==> config.mk <==
export PLATFORM = sky130hd
export DESIGN_NAME = token_bucket_rate_limiter
export DESIGN_NICKNAME = d
export VERILOG_FILES = /design/src/hw/rtl/tbrl_pkg.sv /design/src/hw/rtl/token_bucket_rate_limiter.sv
export SDC_FILE = /design/constraint.sdc
export NUM_CORES = 2
export LEC_CHECK = 0
export BUFFER_PORTS_ARGS = -buffer_cell sky130_fd_sc_hd__clkbuf_2
export CAP_MARGIN = 30
export CORE_UTILIZATION = 35
export DETAILED_ROUTE_END_ITERATION = 10
export GPL_TIMING_DRIVEN = 1
export PLACE_DENSITY = 0.46
export REMOVE_ABC_BUFFERS = 1
export SYNTH_ARGS = -nofsm -noshare
export SYNTH_HDL_FRONTEND = slang
export SYNTH_MEMORY_MAX_BITS = 65536
export SYNTH_SLANG_ARGS = --single-unit
==> constraint.sdc <==
create_clock -name clk_i -period 16.8 [get_ports clk_i]
set_clock_uncertainty 0.2 [all_clocks]
set_input_delay 0.84 -clock clk_i [delete_from_list [all_inputs] [get_ports clk_i]]
set_output_delay 0.84 -clock clk_i [all_outputs]
set_load 0.005 [all_outputs]
==> src/hw/rtl/tbrl_pkg.sv <==
// ---------------------------------------------------------------------------
// tbrl_pkg: shared types and constants of the token bucket rate limiter
// Item layouts, register indexes, reset values and the window length table.
// ---------------------------------------------------------------------------
package tbrl_pkg;

  // storage and loop sizes
  localparam int unsigned KEYS_DEF  = 64;
  localparam int unsigned KEY_W     = 6;
  localparam int unsigned KEY_SPAN  = 64;
  localparam int unsigned CAP_W     = 16;
  localparam int unsigned WIN_W     = 22;
  localparam int unsigned TIME_W    = 32;
  localparam int unsigned LVL_W     = 38;
  localparam int unsigned ADD_W     = 48;
  localparam int unsigned MUL_STEPS = 16;
  localparam int unsigned DIV_STEPS = 22;
  localparam int unsigned CNT_W     = 5;

  // configuration register indexes
  localparam logic REG_CAPACITY = 1'b0;
  localparam logic REG_WINDOW   = 1'b1;

  // configuration reset values
  localparam logic [CAP_W-1:0] CAP_RST = 16'd10;
  localparam logic [1:0]       WIN_RST = 2'd1;

  // window unit codes
  localparam logic [1:0] UNIT_MS   = 2'd0;
  localparam logic [1:0] UNIT_SEC  = 2'd1;
  localparam logic [1:0] UNIT_MIN  = 2'd2;
  localparam logic [1:0] UNIT_HOUR = 2'd3;

  // input item
  typedef struct packed {
    logic [KEY_W-1:0]  key_index;
    logic [TIME_W-1:0] now_ms;
  } req_t;

  // result item
  typedef struct packed {
    logic             allowed;
    logic [WIN_W-1:0] retry_after_ms;
  } res_t;

  // window length in milliseconds
  function automatic logic [WIN_W-1:0] window_len(input logic [1:0] unit);
    logic [WIN_W-1:0] len;
    case (unit)
      UNIT_MS:   len = 22'd1;
      UNIT_SEC:  len = 22'd1000;
      UNIT_MIN:  len = 22'd60000;
      UNIT_HOUR: len = 22'd3600000;
      default:   len = 22'd3600000;
    endcase
    return len;
  endfunction

endpackage

==> src/hw/rtl/token_bucket_rate_limiter.sv <==
// ---------------------------------------------------------------------------
// token_bucket_rate_limiter: per-key token bucket policer
// Refills a key's bucket by elapsed time times capacity, takes one token
// when there is one, and reports the ceiling wait until the next token.
// ---------------------------------------------------------------------------
//
//  channel   signals                                   handshake
//  request   start_i, req_i (key_index, now_ms)        start_i && !busy_o
//  result    done_o, res_o (allowed, retry_after_ms)   done_o, one cycle
//  config    cfg_we_i, cfg_idx_i, cfg_wdata_i          cfg_we_i, no wait
//
//  An item goes through one bucket read, 16 steps of the bit-serial multiplier,
//  22 steps of the bit-serial divider and five further steps (elapsed
//  time, sum, clip, token take, deficit) before its result strobe. One
//  item is in flight at a time; a new item may be accepted in the cycle
//  the result strobe is high.
//  Reset clears the configuration to its defaults and marks all buckets
//  unused. The receiver cannot stall: each result is shown once.
//
module token_bucket_rate_limiter #(
  parameter int unsigned KEYS = tbrl_pkg::KEYS_DEF
) (
  input  logic                      clk_i,
  input  logic                      rst_ni,
  input  logic                      start_i,
  output logic                      busy_o,
  input  tbrl_pkg::req_t            req_i,
  input  logic                      cfg_we_i,
  input  logic                      cfg_idx_i,
  input  logic [tbrl_pkg::CAP_W-1:0] cfg_wdata_i,
  output logic                      done_o,
  output tbrl_pkg::res_t            res_o
);

  // only the first 64 keys can ever be addressed
  localparam int unsigned DEPTH = (KEYS < tbrl_pkg::KEY_SPAN) ? KEYS : tbrl_pkg::KEY_SPAN;
  localparam int unsigned IW    = (DEPTH > 1) ? $clog2(DEPTH) : 1;
  localparam int unsigned RW    = tbrl_pkg::KEY_W + 17;
  localparam int unsigned CW    = tbrl_pkg::CAP_W;
  localparam int unsigned WW    = tbrl_pkg::WIN_W;
  localparam int unsigned TW    = tbrl_pkg::TIME_W;
  localparam int unsigned LW    = tbrl_pkg::LVL_W;
  localparam int unsigned AW    = tbrl_pkg::ADD_W;

  // sequencer codes
  localparam logic [3:0] ST_IDLE = 4'd0;
  localparam logic [3:0] ST_READ = 4'd1;
  localparam logic [3:0] ST_DIFF = 4'd2;
  localparam logic [3:0] ST_MUL  = 4'd3;
  localparam logic [3:0] ST_SUM  = 4'd4;
  localparam logic [3:0] ST_CLIP = 4'd5;
  localparam logic [3:0] ST_TAKE = 4'd6;
  localparam logic [3:0] ST_DEF  = 4'd7;
  localparam logic [3:0] ST_DIV  = 4'd8;

  // control state
  logic [3:0]                  state_q, state_d;
  logic [tbrl_pkg::CNT_W-1:0]  cnt_q, cnt_d;
  logic [DEPTH-1:0]            valid_q;
  logic                        done_q;
  logic [CW-1:0]               cap_cfg_q;
  logic [1:0]                  win_cfg_q;

  // datapath registers
  logic [IW-1:0]  key_q;
  logic [TW-1:0]  now_q;
  logic [CW-1:0]  cap_q;
  logic [CW-1:0]  capsh_q;
  logic [WW-1:0]  win_q;
  logic           new_q;
  logic [LW-1:0]  rd_lvl_q;
  logic [TW-1:0]  rd_last_q;
  logic [AW-1:0]  mcand_a_q;
  logic [LW-1:0]  mcand_w_q;
  logic [AW-1:0]  acc_add_q;
  logic [LW-1:0]  acc_full_q;
  logic [AW:0]    sum_q;
  logic [LW-1:0]  lvl_q;
  logic           ok_q;
  logic [WW-1:0]  dvd_q;
  logic [CW-1:0]  rem_q;
  tbrl_pkg::res_t res_q;

  // bucket store: level above last timestamp
  logic [LW+TW-1:0] mem_q [DEPTH];

  logic           accept;
  logic [RW-1:0]  key_red;
  logic [TW-1:0]  elapsed;
  logic [LW-1:0]  lvl_take;
  logic [CW:0]    div_trial;
  logic           div_ge;

  assign accept = start_i && (state_q == ST_IDLE);
  assign busy_o = (state_q != ST_IDLE);
  assign done_o = done_q;
  assign res_o  = res_q;

  // key reduced modulo KEYS by shifted compare and subtract
  always_comb begin
    key_red = RW'(req_i.key_index);
    for (int j = tbrl_pkg::KEY_W - 1; j >= 0; j--) begin
      if (key_red >= (RW'(KEYS) << j)) begin
        key_red = key_red - (RW'(KEYS) << j);
      end
    end
  end

  // elapsed time wraps modulo 2^32
  assign elapsed = now_q - rd_last_q;

  // level after taking one token when there is one
  assign lvl_take = (lvl_q >= LW'(win_q)) ? (lvl_q - LW'(win_q)) : lvl_q;

  // one restoring division step
  assign div_trial = {rem_q, dvd_q[WW-1]};
  assign div_ge    = (div_trial >= (CW+1)'(cap_q));

  // sequencer
  always_comb begin
    state_d = state_q;
    cnt_d   = cnt_q;
    case (state_q)
      ST_IDLE: if (accept) state_d = ST_READ;
      ST_READ: state_d = ST_DIFF;
      ST_DIFF: begin
        state_d = ST_MUL;
        cnt_d   = tbrl_pkg::CNT_W'(tbrl_pkg::MUL_STEPS - 1);
      end
      ST_MUL: begin
        if (cnt_q == '0) state_d = ST_SUM;
        else cnt_d = cnt_q - tbrl_pkg::CNT_W'(1);
      end
      ST_SUM:  state_d = ST_CLIP;
      ST_CLIP: state_d = ST_TAKE;
      ST_TAKE: state_d = ST_DEF;
      ST_DEF: begin
        state_d = ST_DIV;
        cnt_d   = tbrl_pkg::CNT_W'(tbrl_pkg::DIV_STEPS - 1);
      end
      ST_DIV: begin
        if (cnt_q == '0) state_d = ST_IDLE;
        else cnt_d = cnt_q - tbrl_pkg::CNT_W'(1);
      end
      default: state_d = ST_IDLE;
    endcase
  end

  // control registers and configuration
  always_ff @(posedge clk_i or negedge rst_ni) begin
    if (!rst_ni) begin
      state_q   <= ST_IDLE;
      cnt_q     <= '0;
      valid_q   <= '0;
      done_q    <= 1'b0;
      cap_cfg_q <= tbrl_pkg::CAP_RST;
      win_cfg_q <= tbrl_pkg::WIN_RST;
    end else begin
      state_q <= state_d;
      cnt_q   <= cnt_d;
      done_q  <= (state_q == ST_DIV) && (cnt_q == '0);
      if (state_q == ST_TAKE) begin
        valid_q[key_q] <= 1'b1;
      end
      if (cfg_we_i) begin
        case (cfg_idx_i)
          tbrl_pkg::REG_CAPACITY: cap_cfg_q <= cfg_wdata_i;
          tbrl_pkg::REG_WINDOW:   win_cfg_q <= cfg_wdata_i[1:0];
          default: ;
        endcase
      end
    end
  end

  // bucket store read and write
  always_ff @(posedge clk_i) begin
    if (state_q == ST_READ) begin
      {rd_lvl_q, rd_last_q} <= mem_q[key_q];
    end
    if (state_q == ST_TAKE) begin
      mem_q[key_q] <= {lvl_take, now_q};
    end
  end

  // datapath
  always_ff @(posedge clk_i) begin
    case (state_q)
      ST_IDLE: begin
        if (accept) begin
          key_q <= key_red[IW-1:0];
          now_q <= req_i.now_ms;
          cap_q <= (cap_cfg_q == '0) ? CW'(1) : cap_cfg_q;
          win_q <= tbrl_pkg::window_len(win_cfg_q);
        end
      end
      ST_READ: new_q <= !valid_q[key_q];
      // elapsed time, zero on first access
      ST_DIFF: begin
        mcand_a_q  <= new_q ? '0 : AW'(elapsed);
        mcand_w_q  <= LW'(win_q);
        capsh_q    <= cap_q;
        acc_add_q  <= '0;
        acc_full_q <= '0;
      end
      // shift-add over the capacity bits: refill and full level
      ST_MUL: begin
        if (capsh_q[0]) begin
          acc_add_q  <= acc_add_q + mcand_a_q;
          acc_full_q <= acc_full_q + mcand_w_q;
        end
        mcand_a_q <= mcand_a_q << 1;
        mcand_w_q <= mcand_w_q << 1;
        capsh_q   <= capsh_q >> 1;
      end
      ST_SUM:  sum_q <= (AW+1)'(rd_lvl_q) + (AW+1)'(acc_add_q);
      // clip at a full bucket, a fresh bucket starts full
      ST_CLIP: begin
        if (new_q || (sum_q >= (AW+1)'(acc_full_q))) lvl_q <= acc_full_q;
        else lvl_q <= sum_q[LW-1:0];
      end
      ST_TAKE: begin
        ok_q  <= (lvl_q >= LW'(win_q));
        lvl_q <= lvl_take;
      end
      // deficit to one whole token
      ST_DEF: begin
        if (lvl_q < LW'(win_q)) dvd_q <= win_q - lvl_q[WW-1:0];
        else dvd_q <= '0;
        rem_q <= '0;
      end
      ST_DIV: begin
        dvd_q <= {dvd_q[WW-2:0], div_ge};
        rem_q <= div_ge ? CW'(div_trial - (CW+1)'(cap_q)) : div_trial[CW-1:0];
        if (cnt_q == '0) begin
          res_q.allowed        <= ok_q;
          res_q.retry_after_ms <= {dvd_q[WW-2:0], div_ge} +
            WW'(div_ge ? (CW'(div_trial - (CW+1)'(cap_q)) != '0)
                       : (div_trial[CW-1:0] != '0));
        end
      end
      default: ;
    endcase
  end

endmodule

Word level (Yosys, flattened, before mapping)
Memory sizes are Yosys's and may differ from the RTL's. A register that Yosys moved wholly into a read port is not among the register bits.
Index checks and enable logic that the tools add are counted.
{ "totals": {"register_bits": 506, "latchBits": 0, "ramBits": 4480, "rom_bits": 0, "output_inout_bits": 25, "word_cells": 110, "memories": 1} }
{ "mem_list": {"columns": ["name", "depth", "width", "read_ports", "rd_clocked_by_memory_dff", "wr", "line", "source"], "rows": [
  ["mem_q", 64, 70, 1, 1, 1, "token_bucket_rate_limiter.sv:85", "logic [LW+TW-1:0] mem_q [DEPTH];"]
]} }
{ "op_classes": {"n_addsub": 9, "n_mul": 0, "div": 0, "magnitude_cmp": 6, "n_eq_ne": 16, "shifts": 0, "mux": 29, "bitwise": 2, "reduce_logical": 24} }
{ "op_table": {"columns": ["cell", "n"], "rows": [
  ["38-bit one-hot mux with 2 select lines", 3],
  ["48-bit one-hot mux with 2 select lines", 2],
  ["38-bit 2-to-1 mux", 3],
  ["22-bit one-hot mux with 4 select lines", 1],
  ["64-bit OR", 1],
  ["16-bit one-hot mux with 2 select lines", 2],
  ["38-bit by 48-bit adder with 49-bit output", 1],
  ["49-bit by 38-bit greater-or-equal comparator with 1-bit output", 1],
  ["48-bit adder", 1],
  ["48-bit 2-to-1 mux", 1],
  ["22-bit one-hot mux with 2 select lines", 1],
  ["38-bit adder", 1],
  ["38-bit by 22-bit greater-or-equal comparator with 1-bit output", 1],
  ["38-bit by 22-bit less-than comparator with 1-bit output", 1],
  ["38-bit by 22-bit subtractor with 38-bit output", 1],
  ["4-bit one-hot mux with 9 select lines", 1],
  ["32-bit 2-to-1 mux", 1],
  ["16-bit nonzero test", 2],
  ["32-bit subtractor", 1],
  ["22-bit by 1-bit adder with 22-bit output", 1],
  ["22-bit 2-to-1 mux", 1],
  ["22-bit subtractor", 1],
  ["17-bit by 16-bit greater-or-equal comparator with 1-bit output", 1],
  ["4-bit by 3-bit == test with 1-bit output, second input constant", 4],
  ["31 further kinds", 52]
]} }

Logic depth before layout (Yosys ltp)
{ "depth": {"ltp_word": 5, "mapped_depth": 20, "mapped_depth_nobuf": 20} }

Worst setup path after synthesis
No wires, ideal clock.
{ "synth_timing": {"kind": "register -> register", "from": "register state_q[3]", "to": "register acc_add_q[0] (enable)", "setup_time_ns": 0.451, "arrival_time_ns": 7.338, "setup_slack_ns": 8.811, "stages_incl_launch_ff": 5, "cell_sequence": "dfrtp_1 clkbuf_1 nand2b_1 nor2_1 o21a_1"} }
{ "synth_between": {"elab_chain_len": 3} }
{ "synth_rtl": {"columns": ["item", "line", "source"], "rows": [
  ["from (decl)", "token_bucket_rate_limiter.sv:57", "logic [3:0] state_q, state_d;"],
  ["from (signal assigned)", "token_bucket_rate_limiter.sv:159", "state_q <= state_d;"],
  ["4-bit by 2-bit == test with 1-bit output", "token_bucket_rate_limiter.sv:187", "case (state_q)"],
  ["2-bit inequality test (no source line) / 2-bit nonzero test (equally long branches)", null, null],
  ["2-bit AND reduction (no source line) *", null, null],
  ["to (signal assigned)", "token_bucket_rate_limiter.sv:208", "acc_add_q <= acc_add_q + mcand_a_q;"],
  ["to (decl)", "token_bucket_rate_limiter.sv:75", "logic [AW-1:0] acc_add_q;"]
]} }
Every way passes the cells marked *; elsewhere a longest branch is shown, timed or not.
A chain may end at the register's enable or synchronous reset.

Worst setup path after layout
{ "layout_timing": {"from": "register state_q[2]", "to": "memory mem_q[10][35] (netlist bit) (enable)"} }
{ "layout_between": {"elab_chain_len": 3} }
{ "layout_rtl": {"columns": ["item", "line", "source"], "rows": [
  ["4-bit by 3-bit == test with 1-bit output", "token_bucket_rate_limiter.sv:180", "if (state_q == ST_TAKE) begin"],
  ["1-bit 2-to-1 mux", "token_bucket_rate_limiter.sv:180", null],
  ["1-bit 2-to-1 mux (implied by the code)", "token_bucket_rate_limiter.sv:181", "mem_q[key_q] <= {lvl_take, now_q};"],
  ["to (decl)", "token_bucket_rate_limiter.sv:85", null]
]} }
No other way between the ends.

==> flow_metrics.env <==
export IMPL_track_usage_pct=24.9
export IMPL_syn_avg_cell_area_um2=17.1
export IMPL_wirelength_um=709000
export IMPL_drt_iter0_drc=14400
export IMPL_fmax_mhz=170
export IMPL_worst_path_largest_cell_delay_ns=0.98
export IMPL_cts_setup_buffers=0
export IMPL_critPathBufInv=3
export IMPL_dr_pass1_iters=8
export IMPL_start_util_pct=35.2
export IMPL_powerDensity_nw_per_um2=126
export IMPL_cts_root_buf="clkbuf_16"
export IMPL_fin_crit_sh_pct=34.9
export IMPL_grt_pass1_wl_um=966000
export IMPL_ys_ff_latch=5041
export IMPL_cts_sinks=5041
export IMPL_crit_fanout=63
export IMPL_final_fill_count=49200
export IMPL_crit_arrival_ns=6.37
export IMPL_portBuffers=83
export IMPL_leakagePower_nw=71.2
export IMPL_grt_max_degree=103
export IMPL_dieArea_um2=555000
export IMPL_synth_top_area_share_pct=76.9
export IMPL_cp_start_kind="register"
export IMPL_drcViolationCount=0
export IMPL_wire_per_inst_um=36.4
export IMPL_hold_ws_ns=0.0832
export IMPL_crit_cells=7
export IMPL_hold_viol_final=0
export IMPL_grt_antenna_before_repair=55
export IMPL_holdPathStages=1
export IMPL_worst_slack_ns=10.93
export IMPL_vias_per_cell=6.02
export IMPL_pre_cts_ws_ns=11.04
export IMPL_gr_total_overflow=0
export IMPL_numCtsBuffers=560
export IMPL_path_clk_slew_ns=0.06
export IMPL_core_um2=549000
export IMPL_vias=117000
export IMPL_maxCapViolations=0
export IMPL_synth_ff_type="edfxtp_1"
export IMPL_clock_latency_ns=1.13
export IMPL_nNetsFinal=12100
export IMPL_postRouteAntennaNets=0
export IMPL_ys_async_sr_fraction_pct=1.83
export IMPL_required_ns=17.30
export IMPL_critPathMostFrequentCell="buf_4"
export IMPL_die_x_um=745
export IMPL_fp_dieH_um=745
export IMPL_grt_pass1_vias=116000
export IMPL_finalSetupViolations=0
export IMPL_yosys_area_top_type="edfxtp_1"
export IMPL_drv_slew=0
export IMPL_worstMarginPinSlew_ns=1.25
export IMPL_worstRegToRegCells=7
export IMPL_ys_top_cells_by_area="edfxtp_1 (77%), a22oi_1 (5.3%), a22o_1 (2.1%)"
export IMPL_crit_path_end_kind="register"
export IMPL_cp_slowest_cell="nor2_4"
export IMPL_syn_inst=11300
export IMPL_ir_drop_mv=0.124
export IMPL_slew_limit_headroom_pct=16.3
export IMPL_hold_path_class="primary input to register"
export IMPL_timing_critical_path_cells="nand2b_1 -> nor2_4 -> buf_4 -> nand2_1 -> nor2_4 -> buf_4 -> buf_4"
export IMPL_cts_tree="done"
export IMPL_synth_enable_flop_cells=4949
export IMPL_io_pins=84
export IMPL_rsz0062_at_grt="false"
export IMPL_clk_path_buf_depth=4
export IMPL_utilization_pct=40.8
export IMPL_gp_congestion=0.848
export IMPL_setup_tns_final_ns=0
export IMPL_min_period_ns=5.87
export IMPL_yosysUniqueCellTypes=95
export IMPL_synth_area_um2=193000
export IMPL_yosysSeqAreaShare_pct=78.1
export IMPL_hpwl_um=392000
export IMPL_htreeDepth=6
export IMPL_syn_to_final_growth_pct=15.8
export IMPL_path_class="register to register"
export IMPL_layout_drive_gt1_share_pct=13.0
export IMPL_outcome="completed"
export IMPL_num_rows=272
export IMPL_yosysWarningCount=0
export IMPL_crit_family="simple AND/OR/NAND/NOR gates"
==> cell type report <==
class	instances	area (um^2)	area share, %
sequential	5041	151000	67.4
multi-input combinational	5410	40100	17.9
clock buffer	690	14600	6.50
tap	7261	9080	4.06
timing repair buffer	582	5060	2.26
clock inverter	315	3420	1.53
inverter	174	653	0.292
antenna	7	17.5	0.00783
==> power by group <==
part           switching (mW)  total (mW)  internal [mW]
registers               0.137        14.2           14.1
logic                    1.30        1.95          0.653
clock network            5.26        12.0           6.79
==> final timing paths <==
kind	end	from	slack, ns
max	mem_q[10][35]	state_q[2]	10.93
min	key_q[0]	req_i[32]	0.08
max reg2reg	mem_q[10][35]	state_q[2]	10.93
min reg2reg	valid_q[41]	valid_q[41]	0.27
max in group asynchronous	valid_q[14]	rst_ni	15.69
min in group asynchronous	cap_cfg_q[6]	rst_ni	0.15
==> layout by cell type, fill, tap and decap left out, types with 82 or more instances in the layout <==
| master | n |
|---|---|
| nand2_1 | 238 |
| a31oi_1 | 465 |
| clkbuf_2 | 83 |
| ha_1 | 248 |
| a21oi_1 | 306 |
| xnor2_1 | 125 |
| clkinv_1 | 123 |
| buf_4 | 388 |
| a22o_1 | 470 |
| a22oi_1 | 1354 |
| o21ai_0 | 150 |
| clkbuf_16 | 561 |
| clkbuf_1 | 126 |
| edfxtp_1 | 4949 |
| a221oi_1 | 451 |
| a21o_1 | 110 |
| dfrtp_1 | 89 |
| inv_1 | 174 |
| nand4_1 | 167 |
| xor2_1 | 82 |
| nand3_1 | 109 |
| nor4_1 | 104 |
| nor2_1 | 241 |
==> timing repair <==
| action | 4_1_cts | 5_1_grt |
|---|---|---|
| endpoints found under the hold margin | 82 | 0 |
| gates resized for setup | 0 | 0 |
| hold buffers | 57 | 0 |
==> synth_stat cells, types with 7 or more instances <==
library cell and count:
a211o_1 9, a211oi_1 22, a21boi_0 7, a21o_1 111, a21oi_1 309, a221oi_1 451
a22o_1 470, a22oi_1 1354, a31oi_1 465, a41oi_1 8, and2_1 56, and3_1 30
buf_1 112, buf_2 14, clkbuf_1 551, dfrtp_1 89, edfxtp_1 4949, ha_1 248
inv_1 174, mux2_2 69, mux2i_1 36, nand2_1 239, nand2b_1 23, nand3_1 111
nand3b_1 11, nand4_1 167, nor2_1 312, nor2b_1 30, nor3_1 46, nor3b_1 9
nor4_1 104, o211ai_1 18, o21a_1 33, o21ai_0 151, o21bai_1 29, o22ai_1 36
o31ai_1 19, or2_2 82, or3_1 8, xnor2_1 139, xor2_1 89
==> sequential cells by signal, indices dropped and copies added (netlist names), 38 cells and up <==
register and cells:
acc_add_q 48, mem_q 4480, lvl_q 38, mcand_a_q 48
mcand_w_q 38, valid_q 64, acc_full_q 38, sum_q 49
rd_lvl_q 38
==> cells by family after synthesis <==
group	Yosys count	synth area share (%)
buf+inv	857	1.69
mux	105	0.589
xor+xnor	228	1.03
fa+ha+maj	253	1.66
flops	5041	78.1
simple gates	1265	3.35
compound gates	3559	13.6
==> routing by layer <==
layer	wire length (um)	share of wire [%]	global-route usage (%)
met1	294000	41	33.7
met2	335000	47	41.0
met3	56300	7.9	4.40
met4	23700	3.3	7.66
met5	126	0.018	0
==> stage by stage <==
step	instance area, um^2	cells	power, mW
after floorplan	191000	10600	15.7
after global placement	205000	18400	16.3
after detailed placement	205000	18400	16.4
after CTS	224000	19500	28.4
after global routing	224000	19500	29.0
final	224000	19500	28.2
==> worst register-to-register path, delay by kind of cell (launching register included) <==
kind / cells / cell delay, ns
AND/OR/NAND/NOR: 4 / 2.24
buffers and inverters: 3 / 2.19
flip-flops: 1 / 0.72
No activity file was read; power rests on OpenSTA's default activity.
